### config.mk
export PLATFORM = sky130hd
export DESIGN_NAME = uhist_ctrl
export DESIGN_NICKNAME = d
export VERILOG_FILES = /design/src/rtl/core/uhist_pkg.sv /design/src/rtl/core/uhist_ctrl.sv
export SDC_FILE = /design/constraint.sdc
export NUM_CORES = 1
export LEC_CHECK = 0
export BUFFER_PORTS_ARGS = -buffer_cell sky130_fd_sc_hd__buf_2
export CORE_AREA = 2 2 39 41
export CTS_BUF_LIST = sky130_fd_sc_hd__clkbuf_4 sky130_fd_sc_hd__clkbuf_8
export DETAILED_ROUTE_END_ITERATION = 16
export DIE_AREA = 0 0 41 43
export PLACE_DENSITY_LB_ADDON = 0.25
export SLEW_MARGIN = 20
export SYNTH_ARGS = -nofsm -noshare
export SYNTH_HDL_FRONTEND = slang
export SYNTH_SLANG_ARGS = --single-unit
### constraint.sdc
create_clock -name clk -period 1.64 [get_ports clk]
set_input_delay 0.41 -clock clk [delete_from_list [all_inputs] [get_ports clk]]
set_output_delay 0.41 -clock clk [all_outputs]
set_load 0.05 [all_outputs]
### src/rtl/core/uhist_pkg.sv
// Shared types, constants and control structs for the uniform-bin histogram.
package uhist_pkg;

  // Default sizing
  localparam int MAX_BINS_DEF    = 1024;
  localparam int COUNT_WIDTH_DEF = 32;

  // Fixed field widths
  localparam int NB_W     = 11;  // num_bins / active bin count
  localparam int BW_W     = 31;  // bin_width
  localparam int IDX_W    = 10;  // bin index on the ports
  localparam int SAMPLE_W = 32;
  localparam int OUT_W    = 32;  // reported counter width
  localparam int PADDR_W  = 3;
  localparam int PDATA_W  = 32;

  localparam int RESET_NUM_BINS  = 1024;
  localparam int RESET_BIN_WIDTH = 65536;

  // Register indexes (paddr[2])
  localparam logic REG_NUM_BINS  = 1'b0;
  localparam logic REG_BIN_WIDTH = 1'b1;

  typedef enum logic [1:0] {
    FN_ADD   = 2'd0,
    FN_READ  = 2'd1,
    FN_TRUNC = 2'd2,
    FN_NOP   = 2'd3
  } func_t;

  typedef enum logic [1:0] {
    ST_OK    = 2'd0,
    ST_UNDER = 2'd1,
    ST_OVER  = 2'd2
  } status_t;

  typedef enum logic [3:0] {
    S_CLEAR,
    S_IDLE,
    S_DECODE,
    S_DIV,
    S_ADD_WR,
    S_READ_CAP,
    S_SCAN,
    S_EMIT
  } state_t;

  // Controller -> datapath
  typedef struct packed {
    logic clr_wr;
    logic accept;
    logic under;
    logic div_start;
    logic over;
    logic add_rd;
    logic add_wr;
    logic rd_issue;
    logic rd_cap;
    logic scan_init;
    logic scan_step;
    logic scan_fin;
    logic nop_res;
    logic emit;
  } cmd_t;

  // Datapath -> controller
  typedef struct packed {
    func_t func;
    logic  neg;
    logic  div_done;
    logic  div_over;
    logic  scan_done;
    logic  clr_last;
    logic  out_free;
  } sts_t;

endpackage

### src/rtl/core/uhist_ctrl.sv
// Histogram controller: sequences clear, add, read, truncate and no-op operations.
module uhist_ctrl import uhist_pkg::*; (
  input  logic clk,
  input  logic rst_n,
  input  logic in_valid,
  output logic in_ready,
  input  sts_t sts,
  output cmd_t cmd
);

  state_t state_r;
  state_t state_nxt;

  always_ff @(posedge clk) begin
    if (!rst_n) begin
      state_r <= S_CLEAR;
    end else begin
      state_r <= state_nxt;
    end
  end

  always_comb begin
    state_nxt = state_r;
    cmd       = '0;
    in_ready  = 1'b0;
    unique case (state_r)
      S_CLEAR: begin
        cmd.clr_wr = 1'b1;
        if (sts.clr_last) begin
          state_nxt = S_IDLE;
        end
      end
      S_IDLE: begin
        in_ready = 1'b1;
        if (in_valid) begin
          cmd.accept = 1'b1;
          state_nxt  = S_DECODE;
        end
      end
      S_DECODE: begin
        unique case (sts.func)
          FN_ADD: begin
            if (sts.neg) begin
              cmd.under = 1'b1;
              state_nxt = S_EMIT;
            end else begin
              cmd.div_start = 1'b1;
              state_nxt     = S_DIV;
            end
          end
          FN_READ: begin
            cmd.rd_issue = 1'b1;
            state_nxt    = S_READ_CAP;
          end
          FN_TRUNC: begin
            cmd.scan_init = 1'b1;
            state_nxt     = S_SCAN;
          end
          FN_NOP: begin
            cmd.nop_res = 1'b1;
            state_nxt   = S_EMIT;
          end
          default: begin
            cmd.nop_res = 1'b1;
            state_nxt   = S_EMIT;
          end
        endcase
      end
      S_DIV: begin
        if (sts.div_done) begin
          if (sts.div_over) begin
            cmd.over  = 1'b1;
            state_nxt = S_EMIT;
          end else begin
            cmd.add_rd = 1'b1;
            state_nxt  = S_ADD_WR;
          end
        end
      end
      S_ADD_WR: begin
        cmd.add_wr = 1'b1;
        state_nxt  = S_EMIT;
      end
      S_READ_CAP: begin
        cmd.rd_cap = 1'b1;
        state_nxt  = S_EMIT;
      end
      S_SCAN: begin
        cmd.scan_step = 1'b1;
        if (sts.scan_done) begin
          cmd.scan_fin = 1'b1;
          state_nxt    = S_EMIT;
        end
      end
      S_EMIT: begin
        if (sts.out_free) begin
          cmd.emit  = 1'b1;
          state_nxt = S_IDLE;
        end
      end
      default: begin
        state_nxt = S_IDLE;
      end
    endcase
  end

endmodule

==> results of run 1 <==
layout make-up:
class / instances / area, um2
fillers: 114 / 442
multi-input cells: 40 / 402
repair buffers: 45 / 389
flip-flops and latches: 3 / 68.8
inverters: 6 / 32.5
clock buffers: 4 / 30.0
well taps: 16 / 20.0
logic make-up after synthesis:
family,count (synthesis),share of synthesized area
AO/OA/AOI/OAI,9,0.179
buffers and inverters,9,0.126
flip-flops,3,0.168
multiplexers,2,0.0912
AND/OR/NAND/NOR,29,0.435
final timing paths:
kind,startpoint,to,slack (ns),depth (start not counted)
min,rst_n,state_r[0]$_SDFFE_PN0P_,0.45,3
max,state_r[2]$_SDFFE_PN0P_,cmd[11],-0.10,5
min reg2reg,state_r[2]$_SDFFE_PN0P_,state_r[2]$_SDFFE_PN0P_,0.74,4
max reg2reg,state_r[1]$_SDFFE_PN0P_,state_r[1]$_SDFFE_PN0P_,-0.01,5
layer usage:
layer  routed length [um]  part of all wire
met1                  568              0.39
met2                  833              0.57
met3                   69             0.047
met4                    0                 0
met5                    0                 0
synthesized netlist by cell type:
cell / instances
inv_1: 5
nand2_1: 5
nor2_1: 5
nor3_1: 5
nor4_1: 4
dfxtp_1: 3
a211oi_1: 2
and2_1: 2
and3_1: 2
nand3_1: 2
nor2b_2: 2
o21ai_0: 2
a211o_1: 1
a21o_1: 1
a21oi_1: 1
a21oi_2: 1
a32oi_1: 1
buf_4: 1
buf_6: 1
clkbuf_1: 1
inv_2: 1
mux2i_1: 1
mux4_2: 1
nor2_2: 1
nor4b_1: 1
worst max-delay path: cells and delay by family, from the launching register on:
family | cells | cell delay, ns
flops | 1 | 0.35
simple gates | 3 | 0.42
buf+inv | 2 | 0.33
placed cells by master, fill, tap and decap left out, types with 2 or more instances in the layout:
cell type and instances:
buf_4 14, clkbuf_4 5, nor2_2 4, nor4_4 3, buf_8 2, buf_6 17, nand2_1 3, and2_4 2
buf_2 11, inv_1 4, dfxtp_4 2, nand2_2 2, nor3_4 4, o21ai_0 2
stage by stage:
stage	TNS [ns]	power (mW)	hold slack [ns]
final	-0.503	1.45	0.446
after global placement	0	0.886	0.554
after floorplan	-1.49	0.674	0.543
after detailed placement	0	0.892	0.590
after CTS	-0.335	1.22	0.444
after global routing	-0.919	1.52	0.471
repair_timing:
item / 4_1_cts / 5_1_grt
endpoints found under the setup margin: 13 / 17
buffers inserted: 5 / 6
gates resized for setup: 32 / 24
hold buffers: 0 / 0
pin swaps: 3 / 9
power by group:
| part | leakage (nW) | switching (mW) | internal, mW |
|---|---|---|---|
| clock network | 0.0184 | 0.0364 | 0.108 |
| logic | 0.370 | 0.597 | 0.547 |
| registers | 0.0264 | 0.0468 | 0.113 |
==> summary.md, run 1 <==
| Metric | Value |
|---|---|
| Placed Area | `between 600 and 700 um2` |
| WL/cell | `between 10 and 15 um` |
| Ys Warns | `0` |
| Clock sinks | `3` |
| Drt pass-1 iters | `4` |
| GR peak layer | `met2` |
| Register area share after synthesis | `0.168` |
| Failing checks | `negative setup slack` |
| Synth cell types | `25` |
| Synth-to-Final Area Change | `164%` |
| Vias in the first global route | `~500` |
| Setup CP Type | `flop to output port` |
| Met1 usage | `0.190` |
| Final period util | `1.06` |
| Startpoint Class | `flop` |
| RSZ-0062 raised after global routing | `true` |
| Arrival time worst endpoint | `1.33 ns` |
| DR DRC count | `0` |
| CP endpoint kind | `output port` |
| Initial detailed-routing violation count | `7` |
| CTS H-tree depth | `1` |
| Final WS setup | `-0.101 ns` |
| Post-route insts no fill | `roughly 110` |
| Final #Nets | `110` |
| Biggest regs | `state_r: 3 flops` |
| Port Buffers | `25` |
| Final min period | `1.74 ns` |
| Fin Clk Skew | `approximately 0.0013 ns` |
| Post-DRT Antenna Nets | `0` |
| DR vias | `between 500 and 600` |
| Worst-margin pin slew | `0.246 ns` |
| Clock buffer depth | `2` |
| Required @ worst endpoint | `1.23 ns` |
| Power per Cell Area | `between 1500 and 2000 nW/um2` |
| Most flop-heavy register | `state_r` |
| Clock buffer count from CTS | `3` |
| Synth top area share | `0.168` |
| Max stage delay on crit path | `between 0.3 and 0.4 ns` |
| Leak | `0.415 nW` |
| Status | `finished, violations left` |
| Inst Count DP | `between 90 and 100` |
| First-pass GRT wire length | `approximately 2100 um` |
| Die W | `between 40 and 50 um` |
| Post-detail-place hpwl | `approximately 930 um` |
| Clock slew at reported path FFs | `~0.040 ns` |
| Chip height | `43 um` |
| Initial core utilization | `0.258` |
| FMAX | `approximately 570 MHz` |
| Slowest-stage cell, CP | `dfxtp_4` |
| Gpl congestion | `around 0.74` |
| Design Area, Final | `942 um2` |
| M3 GR Usage | `0.0366` |
| Boundary Pins | `26` |
| Die area | `approximately 1800 um2` |
| Cell taking the most area after synthesis | `dfxtp_1` |
| Cell chain of the critical path | `nor2_4, nand2_2, buf_4, nor4b_4, buf_6` |
| Max-slew violations | `0` |
| Worst-path fanout max | `4` |
| DR vias/cell | `between 4 and 5` |
| FF+latch count, synth | `3` |
| Syn Std Cell Area | `approximately 360 um2` |
| Syn_area_per_cell | `approximately 6.9 um2` |
| Grt met2 use | `0.297` |
| Synth area leaders | `dfxtp_1 (17%), nor3_1 (7.0%), nor4_1 (7.0%)` |
| Tot GR Track Use | `0.177` |
| Number of inserted diodes | `0` |
| Final setup viols | `8` |
| Gr ovfl total | `0` |
| Largest net degree at the start of global routing | `8` |
| WL final | `between 1000 and 1500 um` |
| Share of cells above drive strength 1 | `0.796` |
| Place WS | `0.0304 ns` |
| Initial antenna violation count | `0` |
| Max_cap viols | `0` |
| Final core occ | `0.681` |
| CTS root buf | `clkbuf_4` |
| Hold crit path type | `input port to flop` |
| CTS tree | `done` |
| Max_slew headroom | `0.835` |
| Clock latency at the later pin of the worst-skew pair | `between 0.2 and 0.25 ns` |
| Final hold vios | `0` |
| Cell count after synthesis | `52` |
| Largest register FFs | `3` |
| Core outline area | `1380 um2` |
| Rows | `14` |
| Maximum VDD drop | `696 uV` |
| Net count after synthesis | `63` |
Power figures use the tool's default switching activity.
==> inputs of run 2 (changes only) <==
- clock period: 1.64 -> 1.45 ns (I/O delays scaled with it)
==> run 2 against run 1 <==
Compared with the run above:
- register-to-register slack lost 0.12 ns
- final area rose by 16%
- the flow still finishes with violations (negative setup slack)
- sequential share of layout area is 0.78 points lower
==> summary.md, run 2 (synthesized netlist as in run 1, its figures left out) <==
| Metric | Value |
|---|---|
| Status | `finished, violations left` |
| Failing checks | `negative setup slack` |
| Core outline area | `between 1000 and 1500 um2` |
| Vias in the first global route | `~590` |
| Largest net degree at the start of global routing | `8` |
| Gpl congestion | `0.864` |
| WL/cell | `roughly 12 um` |
| Boundary Pins | `26` |
| CTS Hold Bufs | `0` |
| Max_cap viols | `0` |
| First-pass GRT wire length | `roughly 2400 um` |
| Final WS setup | `-0.174 ns` |
| Most frequent cells in the layout | `buf_4 (20), buf_6 (19), buf_2 (10)` |
| Clock buffer count from CTS | `3` |
| Power per Cell Area | `1630 nW/um2` |
| Fin Clk Skew | `approximately 0.0034 ns` |
| Initial detailed-routing violation count | `3` |
| Initial core utilization | `0.258` |
| Required @ worst endpoint | `~1.1 ns` |
| Clock slew at reported path FFs | `about 0.03 ns` |
| Die W | `approximately 41 um` |
| CTS tree | `done` |
| Worst-path fanout max | `4` |
| Max stage delay on crit path | `around 0.37 ns` |
| Clock sinks | `3` |
| DR vias | `slightly above 600` |
| RSZ-0062 raised after global routing | `true` |
| CTS H-tree depth | `1` |
| Max_slew headroom | `0.854` |
| Drt pass-1 iters | `4` |
| Final setup viols | `18` |
| WL final | `1500 um` |
| Initial antenna violation count | `0` |
| Slowest-stage cell, CP | `dfxtp_4` |
| Number of inserted diodes | `0` |
| Setup CP Type | `flop to output port` |
| Gr ovfl total | `0` |
| Rows | `14` |
| Worst-margin pin slew | `around 0.22 ns` |
| Most flop-heavy register | `state_r` |
| Overall Power | `1.78 mW` |
| DR vias/cell | `about 5.0` |
| Startpoint Class | `flop` |
| Maximum VDD drop | `~860 uV` |
| Cell chain of the critical path | `nor2_4, nand2_4, nor4b_4, buf_6` |
| CP endpoint kind | `output port` |
| Final min period | `roughly 1.6 ns` |
| Biggest regs | `state_r: 3 flops` |
| FMAX | `between 600 and 700 MHz` |
| Post-DRT Antenna Nets | `0` |
| Synth-to-Final Area Change | `207%` |
| Chip height | `between 40 and 50 um` |
| Tot GR Track Use | `0.196` |
| CTS root buf | `clkbuf_4` |
| Clock buffer depth | `2` |
| Largest register FFs | `3` |
| Commonest non-fill, non-tap cell in the layout | `buf_4` |
| Share of cells above drive strength 1 | `0.841` |
| Final period util | `1.12` |
| Max-slew violations | `0` |
| Die area | `between 1500 and 2000 um2` |
| Post-detail-place hpwl | `1040 um` |
| Clock latency at the later pin of the worst-skew pair | `about 0.23 ns` |
| Port Buffers | `25` |
| Hold crit path type | `input port to flop` |
| DR DRC count | `0` |
| Final hold vios | `0` |
| Arrival time worst endpoint | `1.26 ns` |
| Place WS | `-0.157 ns` |
| Final #Nets | `about 120` |
| Leak | `about 0.48 nW` |
[run 2: worst max-delay path: cells and delay by family, from the launching register on]
| kind | cells | cell delay, ns |
|---|---|---|
| buffers and inverters | 1 | 0.19 |
| DFF | 1 | 0.37 |
| and+or+nand+nor | 3 | 0.48 |
[run 2: routing by layer]
layer | global-route usage | vias up | share of wire
li1 | - | 299 | -
met4 | 0.0733 | 0 | 0.018
met1 | 0.210 | 286 | 0.37
met3 | 0.0314 | 4 | 0.049
met5 | 0 | - | 0
met2 | 0.353 | 20 | 0.56
[run 2: power breakdown]
group,total [mW],switching (mW),internal (mW)
Clock,0.162,0.0405,0.122
Combinational,1.41,0.709,0.702
Sequential,0.205,0.0727,0.133
[run 2: final timing paths]
kind                           startpoint  slack [ns]                      end  depth (start not counted)
setup / recovery  state_r[2]$_SDFFE_PN0P_       -0.17                  cmd[11]                          4
hold / removal                      rst_n        0.40  state_r[0]$_SDFFE_PN0P_                          3
setup reg to reg  state_r[1]$_SDFFE_PN0P_       -0.13  state_r[1]$_SDFFE_PN0P_                          5
hold reg to reg   state_r[1]$_SDFFE_PN0P_        0.52  state_r[1]$_SDFFE_PN0P_                          2
[run 2: metrics by stage]
step	hold slack (ns)	util	TNS (ns)	cells	area, um2
after floorplan	0.496	-	-1.42	52	509
after global placement	0.531	0.560	-0.943	110	774
after detailed placement	0.546	0.560	-1.06	110	774
after CTS	0.397	0.778	-1.72	123	1080
after global routing	0.413	0.790	-2.63	123	1090
final	0.402	0.790	-1.66	123	1090
[run 2: timing repair]
action | 4_1_cts | 5_1_grt
setup buffers | 9 | 0
resized for setup | 59 | 4
pin swaps | 9 | 0
gates cloned | 0 | 0
setup endpoints to repair | 18 | 18
[run 2: area by class of cell]
type	count	area (um2)
inverters	6	32.5
fillers	85	290
repair buffers	54	489
flip-flops and latches	3	71.3
multi-input cells	40	450
well taps	16	20.0
clock buffers	4	30.0
